**src/rtl/core/bm3_pkg.sv**
```systemverilog
// shared types and constants for the 3x3 binary morphology block
package bm3_pkg;

   localparam int MAX_WIDTH_DEFAULT = 1024;

   localparam int PIXEL_W        = 8;
   localparam int FRAME_WIDTH_W  = 11;
   localparam int FRAME_HEIGHT_W = 12;
   localparam int OUT_COL_W      = 10;
   localparam int OUT_ROW_W      = 12;

   localparam int CSR_INDEX_W = 2;
   localparam int CSR_DATA_W  = 12;

   localparam logic [CSR_INDEX_W-1:0] CSR_FRAME_WIDTH  = 2'd0;
   localparam logic [CSR_INDEX_W-1:0] CSR_FRAME_HEIGHT = 2'd1;
   localparam logic [CSR_INDEX_W-1:0] CSR_MORPH_MODE   = 2'd2;

   localparam logic [FRAME_WIDTH_W-1:0]  FRAME_WIDTH_RESET  = 11'd640;
   localparam logic [FRAME_HEIGHT_W-1:0] FRAME_HEIGHT_RESET = 12'd480;

   localparam logic MORPH_ERODE  = 1'b0;
   localparam logic MORPH_DILATE = 1'b1;

   localparam logic [PIXEL_W-1:0] PIXEL_ON  = 8'd255;
   localparam logic [PIXEL_W-1:0] PIXEL_OFF = 8'd0;

   localparam int WINDOW_BITS = 9;

   // result queue depth, enough to keep one request per cycle flowing
   localparam int OUTQ_DEPTH = 3;

   typedef struct packed {
      logic [PIXEL_W-1:0] pixel_value;
      logic               frame_start;
   } req_payload_type;

   typedef struct packed {
      logic [PIXEL_W-1:0]   pixel_out;
      logic [OUT_COL_W-1:0] out_col;
      logic [OUT_ROW_W-1:0] out_row;
      logic                 frame_last;
   } rsp_payload_type;

endpackage

```
**src/rtl/core/bm3_line_mem.sv**
```systemverilog
// two-bit wide line store memory, one write and one registered read port
module bm3_line_mem #(
   parameter int DEPTH = bm3_pkg::MAX_WIDTH_DEFAULT,
   parameter int AW    = $clog2(bm3_pkg::MAX_WIDTH_DEFAULT)
) (
   input  logic          clock,
   input  logic          wr_en,
   input  logic [AW-1:0] wr_addr,
   input  logic [1:0]    wr_data,
   input  logic          rd_en,
   input  logic [AW-1:0] rd_addr,
   output logic [1:0]    rd_data
);

   // bit 1 middle row, bit 0 upper row
   logic [1:0] mem_ff [DEPTH];
   logic [1:0] rd_data_ff;

   always_ff @(posedge clock) begin
      if (wr_en) begin
         mem_ff[wr_addr] <= wr_data;
      end
   end

   always_ff @(posedge clock) begin
      if (rd_en) begin
         rd_data_ff <= mem_ff[rd_addr];
      end
   end

   assign rd_data = rd_data_ff;

endmodule

```
**src/rtl/core/bm3_out_queue.sv**
```systemverilog
// small register queue holding finished results for the response channel
module bm3_out_queue (
   input  logic                     clock,
   input  logic                     reset,
   input  logic                     push,
   input  bm3_pkg::rsp_payload_type push_data,
   output logic                     rsp_valid,
   input  logic                     rsp_ready,
   output bm3_pkg::rsp_payload_type rsp_data,
   output logic [$clog2(bm3_pkg::OUTQ_DEPTH+1)-1:0] level
);

   localparam int DEPTH = bm3_pkg::OUTQ_DEPTH;
   localparam int PW    = $clog2(DEPTH);
   localparam int LW    = $clog2(DEPTH + 1);

   bm3_pkg::rsp_payload_type entry_ff [DEPTH];
   logic [PW-1:0] wr_ptr_ff, wr_ptr_in;
   logic [PW-1:0] rd_ptr_ff, rd_ptr_in;
   logic [LW-1:0] level_ff, level_in;
   logic          pop;

   assign rsp_valid = (level_ff != '0);
   assign rsp_data  = entry_ff[rd_ptr_ff];
   assign pop       = rsp_valid && rsp_ready;
   assign level     = level_ff;

   always_comb begin
      wr_ptr_in = wr_ptr_ff;
      rd_ptr_in = rd_ptr_ff;
      level_in  = level_ff;
      if (push) begin
         wr_ptr_in = (wr_ptr_ff == PW'(DEPTH - 1)) ? '0 : wr_ptr_ff + 1'b1;
      end
      if (pop) begin
         rd_ptr_in = (rd_ptr_ff == PW'(DEPTH - 1)) ? '0 : rd_ptr_ff + 1'b1;
      end
      if (push && !pop) begin
         level_in = level_ff + 1'b1;
      end else if (pop && !push) begin
         level_in = level_ff - 1'b1;
      end
   end

   always_ff @(posedge clock) begin
      if (reset) begin
         wr_ptr_ff <= '0;
         rd_ptr_ff <= '0;
         level_ff  <= '0;
      end else begin
         wr_ptr_ff <= wr_ptr_in;
         rd_ptr_ff <= rd_ptr_in;
         level_ff  <= level_in;
      end
   end

   always_ff @(posedge clock) begin
      if (push) begin
         entry_ff[wr_ptr_ff] <= push_data;
      end
   end

endmodule

```
**src/rtl/core/binary_morphology_3x3.sv**
```systemverilog
// top level of the 3x3 binary erosion / dilation block
//
// Pixels arrive in raster order on the req_ channel, one request per cycle at
// full rate; a nonzero pixel_value counts as on, frame_start forces column 0,
// row 0. For every interior pixel one result leaves on the rsp_ channel with
// 255 or 0 and its column and row; border pixels give no result.
// The csr_ channel writes frame_width, frame_height and morph_mode (0 erode,
// 1 dilate); csr_ready is always high and writes belong in idle periods.
// An accepted request reads the line store memory into its registered read
// port; stage one then updates the window and the result enters a three-entry
// queue that drives rsp_valid. While the receiver keeps up, throughput is one
// pixel per cycle, set by the single line store read-modify-write per pixel.
// When the receiver stalls, results collect in the queue and req_ready drops
// once the queue and the pixel in flight would fill it; nothing is lost.
// After reset a pass clears all MAX_WIDTH entries of the line store, during
// which req_ready stays low; registers return to 640 x 480, erosion.
module binary_morphology_3x3 #(
   parameter int MAX_WIDTH = bm3_pkg::MAX_WIDTH_DEFAULT
) (
   input  logic                                clock,
   input  logic                                reset,
   input  logic                                req_valid,
   output logic                                req_ready,
   input  bm3_pkg::req_payload_type            req_data,
   output logic                                rsp_valid,
   input  logic                                rsp_ready,
   output bm3_pkg::rsp_payload_type            rsp_data,
   input  logic                                csr_valid,
   output logic                                csr_ready,
   input  logic [bm3_pkg::CSR_INDEX_W-1:0]     csr_index,
   input  logic [bm3_pkg::CSR_DATA_W-1:0]      csr_data
);

   localparam int CW  = $clog2(MAX_WIDTH);
   localparam int LW  = (CW + 1 > bm3_pkg::FRAME_WIDTH_W) ? CW + 1 : bm3_pkg::FRAME_WIDTH_W;
   localparam int HW  = bm3_pkg::FRAME_HEIGHT_W;
   localparam int QLW = $clog2(bm3_pkg::OUTQ_DEPTH + 1);
   localparam int WB  = bm3_pkg::WINDOW_BITS;

   // configuration registers
   logic [bm3_pkg::FRAME_WIDTH_W-1:0] frame_width_ff;
   logic [HW-1:0]                     frame_height_ff;
   logic                              morph_mode_ff;

   // clearing pass
   logic          clr_ff, clr_in;
   logic [CW-1:0] clr_idx_ff, clr_idx_in;

   // position
   logic [CW-1:0] col_ff, col_in;
   logic [HW-1:0] row_ff, row_in;

   // stage one: read data returns, window and write-back
   logic                          s1_valid_ff;
   logic                          s1_bit_ff;
   logic                          s1_emit_ff;
   logic                          s1_last_ff;
   logic [bm3_pkg::OUT_COL_W-1:0] s1_col_ff;
   logic [bm3_pkg::OUT_ROW_W-1:0] s1_row_ff;
   logic [CW-1:0]                 s1_idx_ff;
   logic                          fwd_ff;
   logic [1:0]                    fwd_data_ff;
   logic [WB-1:0]                 win_ff, win_in;

   logic          req_accept;
   logic [CW-1:0] col_cur;
   logic [HW-1:0] row_cur;
   logic [LW-1:0] fw_ext, used_w, col_ext, col_inc, col_dec;
   logic [HW-1:0] used_h;
   logic [HW:0]   row_inc, h_ext;
   logic          emit_cur, last_cur;

   logic          mem_wr_en;
   logic [CW-1:0] mem_wr_addr;
   logic [1:0]    mem_wr_data;
   logic [1:0]    mem_rd_data;
   logic [1:0]    stored;
   logic          win_on;

   bm3_pkg::rsp_payload_type push_data;
   logic                     push;
   logic [QLW-1:0]           q_level;

   assign csr_ready = 1'b1;

   always_ff @(posedge clock) begin
      if (reset) begin
         frame_width_ff  <= bm3_pkg::FRAME_WIDTH_RESET;
         frame_height_ff <= bm3_pkg::FRAME_HEIGHT_RESET;
         morph_mode_ff   <= bm3_pkg::MORPH_ERODE;
      end else if (csr_valid && csr_ready) begin
         if (csr_index == bm3_pkg::CSR_FRAME_WIDTH) begin
            frame_width_ff <= csr_data[bm3_pkg::FRAME_WIDTH_W-1:0];
         end else if (csr_index == bm3_pkg::CSR_FRAME_HEIGHT) begin
            frame_height_ff <= csr_data[HW-1:0];
         end else if (csr_index == bm3_pkg::CSR_MORPH_MODE) begin
            morph_mode_ff <= csr_data[0];
         end
      end
   end

   // keep room in the queue for the pixel in flight and this one
   assign req_ready  = !clr_ff &&
                       ((QLW + 1)'(q_level) + (QLW + 1)'(s1_valid_ff) <
                        (QLW + 1)'(bm3_pkg::OUTQ_DEPTH));
   assign req_accept = req_valid && req_ready;

   // used frame size
   always_comb begin
      fw_ext = LW'(frame_width_ff);
      if (fw_ext < LW'(3)) begin
         used_w = LW'(3);
      end else if (fw_ext > LW'(MAX_WIDTH)) begin
         used_w = LW'(MAX_WIDTH);
      end else begin
         used_w = fw_ext;
      end
      used_h = (frame_height_ff < HW'(3)) ? HW'(3) : frame_height_ff;
      h_ext  = {1'b0, used_h};
   end

   always_comb begin
      col_cur  = req_data.frame_start ? '0 : col_ff;
      row_cur  = req_data.frame_start ? '0 : row_ff;
      col_ext  = LW'(col_cur);
      col_inc  = col_ext + 1'b1;
      col_dec  = col_ext - 1'b1;
      row_inc  = {1'b0, row_cur} + 1'b1;
      emit_cur = (col_ext >= LW'(2)) && (row_cur >= HW'(2)) &&
                 (col_ext < used_w) && (row_cur < used_h);
      last_cur = (col_inc == used_w) && (row_inc == h_ext);
      col_in   = col_ff;
      row_in   = row_ff;
      if (req_accept) begin
         if (col_inc >= used_w) begin
            col_in = '0;
            row_in = (row_inc >= h_ext) ? '0 : row_inc[HW-1:0];
         end else begin
            col_in = col_inc[CW-1:0];
            row_in = row_cur;
         end
      end
   end

   always_comb begin
      clr_in     = clr_ff;
      clr_idx_in = clr_idx_ff;
      if (clr_ff) begin
         clr_idx_in = clr_idx_ff + 1'b1;
         if (clr_idx_ff == CW'(MAX_WIDTH - 1)) begin
            clr_in = 1'b0;
         end
      end
   end

   always_ff @(posedge clock) begin
      if (reset) begin
         clr_ff      <= 1'b1;
         clr_idx_ff  <= '0;
         col_ff      <= '0;
         row_ff      <= '0;
         s1_valid_ff <= 1'b0;
         win_ff      <= '0;
      end else begin
         clr_ff      <= clr_in;
         clr_idx_ff  <= clr_idx_in;
         col_ff      <= col_in;
         row_ff      <= row_in;
         s1_valid_ff <= req_accept;
         win_ff      <= win_in;
      end
   end

   always_ff @(posedge clock) begin
      if (req_accept) begin
         s1_bit_ff   <= (req_data.pixel_value != '0);
         s1_emit_ff  <= emit_cur;
         s1_last_ff  <= last_cur;
         s1_col_ff   <= col_dec[bm3_pkg::OUT_COL_W-1:0];
         s1_row_ff   <= row_cur - 1'b1;
         s1_idx_ff   <= col_cur;
         // same entry written this cycle: the memory read returns stale data
         fwd_ff      <= mem_wr_en && (mem_wr_addr == col_cur);
         fwd_data_ff <= mem_wr_data;
      end
   end

   assign stored = fwd_ff ? fwd_data_ff : mem_rd_data;

   always_comb begin
      win_in = win_ff;
      if (s1_valid_ff) begin
         // newest column: upper, middle, current from low to high
         win_in = {s1_bit_ff, stored[1], stored[0], win_ff[WB-1:3]};
      end
      win_on = (morph_mode_ff == bm3_pkg::MORPH_DILATE) ? (win_in != '0) : (&win_in);
   end

   assign mem_wr_en   = clr_ff || s1_valid_ff;
   assign mem_wr_addr = clr_ff ? clr_idx_ff : s1_idx_ff;
   assign mem_wr_data = clr_ff ? 2'b00 : {s1_bit_ff, stored[1]};

   bm3_line_mem #(
      .DEPTH (MAX_WIDTH),
      .AW    (CW)
   ) u_line_mem (
      .clock   (clock),
      .wr_en   (mem_wr_en),
      .wr_addr (mem_wr_addr),
      .wr_data (mem_wr_data),
      .rd_en   (req_accept),
      .rd_addr (col_cur),
      .rd_data (mem_rd_data)
   );

   assign push = s1_valid_ff && s1_emit_ff;

   always_comb begin
      push_data.pixel_out  = win_on ? bm3_pkg::PIXEL_ON : bm3_pkg::PIXEL_OFF;
      push_data.out_col    = s1_col_ff;
      push_data.out_row    = s1_row_ff;
      push_data.frame_last = s1_last_ff;
   end

   bm3_out_queue u_out_queue (
      .clock     (clock),
      .reset     (reset),
      .push      (push),
      .push_data (push_data),
      .rsp_valid (rsp_valid),
      .rsp_ready (rsp_ready),
      .rsp_data  (rsp_data),
      .level     (q_level)
   );

endmodule
```
**config.mk**
```make
export PLATFORM = sky130hd
export DESIGN_NAME = binary_morphology_3x3
export DESIGN_NICKNAME = d
export VERILOG_FILES = /design/src/rtl/core/bm3_pkg.sv /design/src/rtl/core/bm3_line_mem.sv /design/src/rtl/core/bm3_out_queue.sv /design/src/rtl/core/binary_morphology_3x3.sv
export SDC_FILE = /design/constraint.sdc
export NUM_CORES = 2
export LEC_CHECK = 0
export BUFFER_PORTS_ARGS = -buffer_cell sky130_fd_sc_hd__buf_2
export CAP_MARGIN = 20
export CORE_ASPECT_RATIO = 1.25
export CORE_MARGIN = 4
export CORE_UTILIZATION = 55
export CTS_BUF_LIST = sky130_fd_sc_hd__clkbuf_8
export CTS_CLUSTER_DIAMETER = 40
export DETAILED_ROUTE_END_ITERATION = 6
export GPL_ROUTABILITY_DRIVEN = 0
export PLACE_DENSITY_LB_ADDON = 0.08
export SETUP_SLACK_MARGIN = 0.05
export SLEW_MARGIN = 20
export SYNTH_ARGS = -nofsm -noshare
export SYNTH_HDL_FRONTEND = slang
export SYNTH_HIERARCHICAL = 1
export SYNTH_SLANG_ARGS = --single-unit
```
**constraint.sdc**
```tcl
create_clock -name clock -period 48.3 [get_ports clock]
set_clock_uncertainty 0.15 [all_clocks]
set_input_delay 7.245 -clock clock [delete_from_list [all_inputs] [get_ports clock]]
set_output_delay 7.245 -clock clock [all_outputs]
set_load 0.02 [all_outputs]
```
After elaboration in Yosys (flattened, before gate mapping)
Memories as Yosys holds them, arrays and structs flattened. A register that Yosys moved wholly into a read port is not among the register bits.
Index checks and enable logic that the tools add are counted.
{"block": "op_classes", "mul": 0, "n_lt_le_gt_ge": 10, "eq_ne": 8, "muxes": 26, "n_reduce_logical": 24, "n_div": 0, "addsub": 10, "bitwise": 2, "n_shift": 0}
{"cell": "12-bit 2-to-1 mux", "n": 4}
{"cell": "10-bit 2-to-1 mux", "n": 3}
{"cell": "11-bit 2-to-1 mux", "n": 2}
{"cell": "2-bit 2-to-1 mux", "n": 8}
{"cell": "12-bit by 1-bit adder with 13-bit output (second input constant)", "n": 1}
{"cell": "13-bit by 12-bit equality test with 1-bit output", "n": 1}
{"cell": "13-bit by 12-bit greater-or-equal comparator with 1-bit output", "n": 1}
{"cell": "12-bit by 2-bit greater-or-equal comparator with 1-bit output (second input constant)", "n": 1}
{"cell": "12-bit less-than comparator", "n": 1}
{"cell": "12-bit by 2-bit less-than comparator with 1-bit output (second input constant)", "n": 1}
{"cell": "12-bit by 1-bit subtractor with 12-bit output (second input constant)", "n": 1}
{"cell": "10-bit by 1-bit adder with 11-bit output (second input constant)", "n": 1}
{"cell": "11-bit equality test", "n": 1}
{"cell": "11-bit greater-or-equal comparator", "n": 1}
{"cell": "11-bit > comparator (second input constant)", "n": 1}
{"cell": "1-bit logical AND", "n": 11}
{"cell": "10-bit by 11-bit less-than comparator with 1-bit output", "n": 1}
{"cell": "11-bit by 2-bit less-than comparator with 1-bit output (second input constant)", "n": 1}
{"cell": "10-bit by 1-bit adder with 10-bit output (second input constant)", "n": 1}
{"cell": "10-bit equality test", "n": 1}
{"cell": "10-bit equality test (second input constant)", "n": 1}
{"cell": "10-bit by 2-bit greater-or-equal comparator with 1-bit output (second input constant)", "n": 1}
{"cell": "10-bit by 1-bit subtractor with 10-bit output (second input constant)", "n": 1}
{"cell": "9-bit 2-to-1 mux", "n": 1}
{"cell": "other kinds (19)", "n": 33}
{"block": "word_totals", "latch_bits": 0, "romBits": 0, "n_memories": 2, "inputBits": 28, "out_inout_bits": 34, "ram_bits": 2141, "ff_bits": 111}
{"name": "u_line_mem.mem_ff", "depth": 1024, "word_bits": 2, "rd": 1, "rd_ports_with_merged_regs": 1, "write_ports": 1, "line_no": "bm3_line_mem.sv:16", "source": "logic [1:0] mem_ff [DEPTH];"}
{"name": "u_out_queue.entry_ff", "depth": 3, "word_bits": 31, "rd": 1, "rd_ports_with_merged_regs": 1, "write_ports": 1, "line_no": "bm3_out_queue.sv:17", "source": "bm3_pkg::rsp_payload_type entry_ff [DEPTH];"}

Logic depth before layout (Yosys ltp)
{"block": "depth", "depth_word": 6, "mapped_depth": 18}

Hierarchy
The synthesis kept the hierarchy.
{"mod": "bm3_line_mem", "cells_each": 4793, "seq_area_each_um2": 61559.0, "area_per_inst_um2": 83777.8, "instances": 1}
{"mod": "binary_morphology_3x3", "cells_each": 701, "seq_area_each_um2": 2482.4, "area_per_inst_um2": 6356.1, "instances": 1}
{"mod": "bm3_out_queue", "cells_each": 230, "seq_area_each_um2": 2952.8, "area_per_inst_um2": 3741.1, "instances": 1}

Least setup slack after synthesis
No wires, ideal clock.
{"block": "synth_path", "path_kind": "register -> register", "start": "register clr_ff", "end": "register fwd_data_ff[1] (data pin)", "synth_period_minus_slack_ps": 30803, "t_arrival_ps": 25450, "path_stages_with_launch": 4, "setup_ps": 5203, "setup_slack_ps": 17497, "path_cell_list": "dfxtp_1 > buf_2 > buf_1 > nor2b_1"}
{"block": "synth_via", "elab_chain_cells": 1}
{"element": "from (decl)", "line_no": "binary_morphology_3x3.sv:46", "source": "logic clr_ff, clr_in;"}
{"element": "from (signal assigned)", "line_no": "binary_morphology_3x3.sv:165", "source": "clr_ff <= clr_in;"}
{"element": "2-bit 2-to-1 mux", "line_no": "binary_morphology_3x3.sv:201", "source": "assign mem_wr_data = clr_ff ? 2'b00 : {s1_bit_ff, stored[1]};"}
{"element": "via mem_wr_data[1]", "line_no": "binary_morphology_3x3.sv:75", "source": "logic [1:0] mem_wr_data;"}
{"element": "to (signal assigned)", "line_no": "binary_morphology_3x3.sv:184", "source": "fwd_data_ff <= mem_wr_data;"}
{"element": "to (decl)", "line_no": "binary_morphology_3x3.sv:62", "source": "logic [1:0] fwd_data_ff;"}
The timed path passes the listed nets, and every way through them passes these cells.
A chain may end at the register's enable or synchronous reset.

Final worst setup path
{"block": "layout_path", "start": "input port req_data[0] (netlist name)", "end": "register u_line_mem.rd_data_ff[1] (netlist: u_line_mem/rd_data[1]) (read register of u_line_mem.mem_ff) (data pin)"}
{"block": "layout_via", "elab_chain_cells": 1}
{"element": "from (decl)", "line_no": "binary_morphology_3x3.sv:24", "source": "input bm3_pkg::req_payload_type req_data,"}
{"element": "10-bit 2-to-1 mux", "line_no": "binary_morphology_3x3.sv:123", "source": "col_cur = req_data.frame_start ? '0 : col_ff;"}
{"element": "via col_cur[1]", "line_no": "binary_morphology_3x3.sv:66", "source": "logic [CW-1:0] col_cur;"}
{"element": "to (decl)", "line_no": "bm3_line_mem.sv:17", "source": "logic [1:0] rd_data_ff;"}
The timed path passes the listed nets, and every way through them passes these cells.

==> flow_summary.toml <==
[floorplan]
core_um2 = 170000
initial_core_util_pct = 55.3
ios = 62
num_rows = 169
dieWidth_um = 378
die_height_um = 470
dieArea_um2 = 177000

[timing]
fin_crit_ns = 12.56
setup_ws_ns = 35.74
maxSlewViolCount = 0
timing.fmax_ghz = 0.0796
finalSetupViolations = 0
slew_headroom_pct = 21.1
setup_tns_ns = 0
rsz0062_at_grt = "false"
final_hold_viol_count = 0
worst_pin_slew_ns = 1.18
min_period_over_period_pct = 26.0

[worst_setup_path]
cp-start-kind = "input pin"
path_common_cell = "buf_4"
critPathMaxFanout = 106
slowest_delay_ns = 0.78
path_class = "in -> reg"
cp_cell_sequence = "buf_2 -> buf_4 -> inv_2 -> nand2_1 -> inv_8 -> buf_4 -> buf_12 -> buf_4 -> mux4_2 -> mux4_2 -> nand2_1 -> or4b_1 -> nand4_1 -> o31ai_1 -> o31ai_1 -> nand4_1"
cpMaxStageDelayCell = "buf_4"
arrival_ns = 13.19
required_ns = 48.92
cp-end-kind = "flop"

[yosys]
netlist_area_um2 = 93900
synth_most_common_cell = "edfxtp_1"
yosysUniqueCellTypes = 92
syn_avg_cell_area_um2 = 16.4
synth-edff-count = 2181
synth_top_cell_by_area = "edfxtp_1"
synthArstFlopShare_pct = 0
synth_seq_cells = 2256
syn-num-nets = 5805
synthFlopType = "edfxtp_1"
synth_area_leaders = "edfxtp_1, mux4_2, nor2_1"
syn_inst = 5724
synth_top_area_share_pct = 69.8
ys_seq_area_share_pct = 71.4
synthTopCellsByCount = "edfxtp_1, nor2_1, mux4_2, clkbuf_1, mux2i_1"
yosysWarnings = 6

[clocking]
cts_tree = "done"
cts_setup_buffers = 0
h-tree-depth = 5
ctsRootBufferMaster = "clkbuf_8"
cts-resized-gates = 0
hold_buffers = 0
clkTransAtPathRegs_ns = 0.06
clockBufferDepth = 4
clkLatencyLatePin_ns = 1.04
cts_buffers = 362
clock_sinks = 2256

[pwr]
switchingPower_mw = 0.762
sw_frac_of_total_pct = 20.7
combPwrFrac_pct = 1.0
internal-power_mw = 2.91
p_clk_share_pct = 41.3
peakVddDrop_uv = 28.6
power_density_nw_per_um2 = 35.7
cellLeakagePower_nw = 29.6
seqPwrFrac_pct = 57.7

[finish]
final_core_util_pct = 60.6
fillers = 12831
nNetsFinal = 5913
multiInputGateArea_um2 = 24900
seq_area_um2 = 67000
drive_gt1_share_pct = 19.8
area_growth_pct = 9.56

[route]
wirelength_um = 258000
first_pass_iters = 6
ant_nets = 0
drc = 0
dr_total_vias = 52999
wl_per_cell_um = 31.0
via_per_inst = 6.38
drtIter0Drc = 5889

[job]
drv_cap = 0

[placement]
numPortBuffers = 60
post-place-ws_ns = 34.80
dp_hpwl_um = 142000

[grt]
first_global_vias = 54542
grt_start_max_net_pins = 241
grt_pass1_wl_um = 372000
gr-total-overflow = 0
track_usage_pct = 29.2
antenna_found_initial = 3

[outcome]
run_status = "finished clean"

[min_path]
hold_path.class = "reg -> reg"
-- cells by family after synthesis --
kind of cell / Yosys count / synth area share (%)
buffers and inverters: 480 / 2.60
XOR/XNOR: 48 / 0.448
multiplexers: 717 / 13.7
other: 1 / 0.00399
AO/OA/AOI/OAI: 505 / 3.70
adder cells (fa/ha/maj): 54 / 0.718
AND/OR/NAND/NOR: 1663 / 7.50
flip-flops: 2256 / 71.4
-- sequential cells by signal (all words and copies together) (netlist names), 2 cells and up, named ones only --
| signal | count |
|---|---|
| clr_idx_ff | 10 |
| u_out_queue/entry_ff | 93 |
| u_line_mem/mem_ff | 2048 |
| s1_row_ff | 12 |
| col_ff | 10 |
| u_out_queue/level | 2 |
| u_line_mem/rd_data | 2 |
| u_out_queue/wr_ptr_ff | 2 |
| frame_width_ff | 11 |
| win_ff | 9 |
| row_ff | 12 |
| fwd_data_ff | 2 |
| frame_height_ff | 12 |
| u_out_queue/rd_ptr_ff | 2 |
| s1_col_ff | 10 |
| s1_idx_ff | 10 |
-- worst max-delay path, delay by kind of cell --
| kind | cells | cell delay [ns] |
|---|---|---|
| buf+inv | 7 | 2.94 |
| simple gates | 5 | 1.31 |
| mux | 2 | 0.91 |
| compound gates | 2 | 0.43 |
-- cell usage in the layout, fill, tap and decap left out, drive strengths merged, types with 15 or more instances in the layout --
cell,count
a22o,15
nand3,70
mux4,449
nor4,23
clkinv,122
a21oi,116
inv,135
a22oi,46
a211oi,19
ha,53
mux2i,247
nand2,232
nor2b,28
nor2,1125
o22ai,47
mux2,21
nor3,66
edfxtp,2181
nand4,27
o21ai,86
buf,186
xor2,20
dfxtp,75
and3,15
o221ai,84
clkbuf,372
xnor2,28
-- final cells by class --
type	count	area share [%]
antenna	3	0.00730
clock buffer	372	4.98
clock inverter	244	1.34
inverter	38	0.159
multi-input combinational	2988	24.2
sequential	2256	65.1
tap	2223	2.70
timing repair buffer	186	1.43
-- per-stage QoR --
step | power [mW] | instances | hold slack [ns] | instance area (um^2)
5_1_grt | 3.80 | 8308 | 0.345 | 103000
3_3_place_gp | 2.20 | 7685 | 0.297 | 96200
4_1_cts | 3.70 | 8306 | 0.321 | 103000
2_1_floorplan | 2.18 | 5724 | 0.282 | 93900
3_5_place_dp | 2.20 | 7690 | 0.312 | 96300
6_report | 3.67 | 8310 | 0.323 | 103000
-- path summary, 6_finish.rpt --
kind	startpoint	to	slack, ns	cells after the start
worst max-delay path	req_data[0]	u_line_mem/rd_data[1]	35.74	16
worst min-delay path	s1_col_ff[5]	u_out_queue/entry_ff[0][18]	0.32	0
worst max register to register	col_ff[1]	u_line_mem/rd_data[1]	42.27	13
worst min register to register	s1_col_ff[5]	u_out_queue/entry_ff[0][18]	0.32	0
-- per-layer routing --
metal	global-route usage (%)	wire, um	vias up
li1	-	-	22514
met1	37.6	96300	27600
met2	49.4	131000	2341
met3	5.38	19200	542
met4	11.6	11000	2
met5	0	12	-
-- power groups by stage --
stage / clock (mW) / combinational (mW) / sequential (mW)
6_report: 1.52 / 0.0378 / 2.12
5_1_grt: 1.64 / 0.0397 / 2.12
4_1_cts: 1.55 / 0.0377 / 2.12
3_5_place_dp: 0 / 0.0375 / 2.16
3_3_place_gp: 0 / 0.0371 / 2.16
2_1_floorplan: 0 / 0.0202 / 2.16
(Power assumes the default switching activity.)
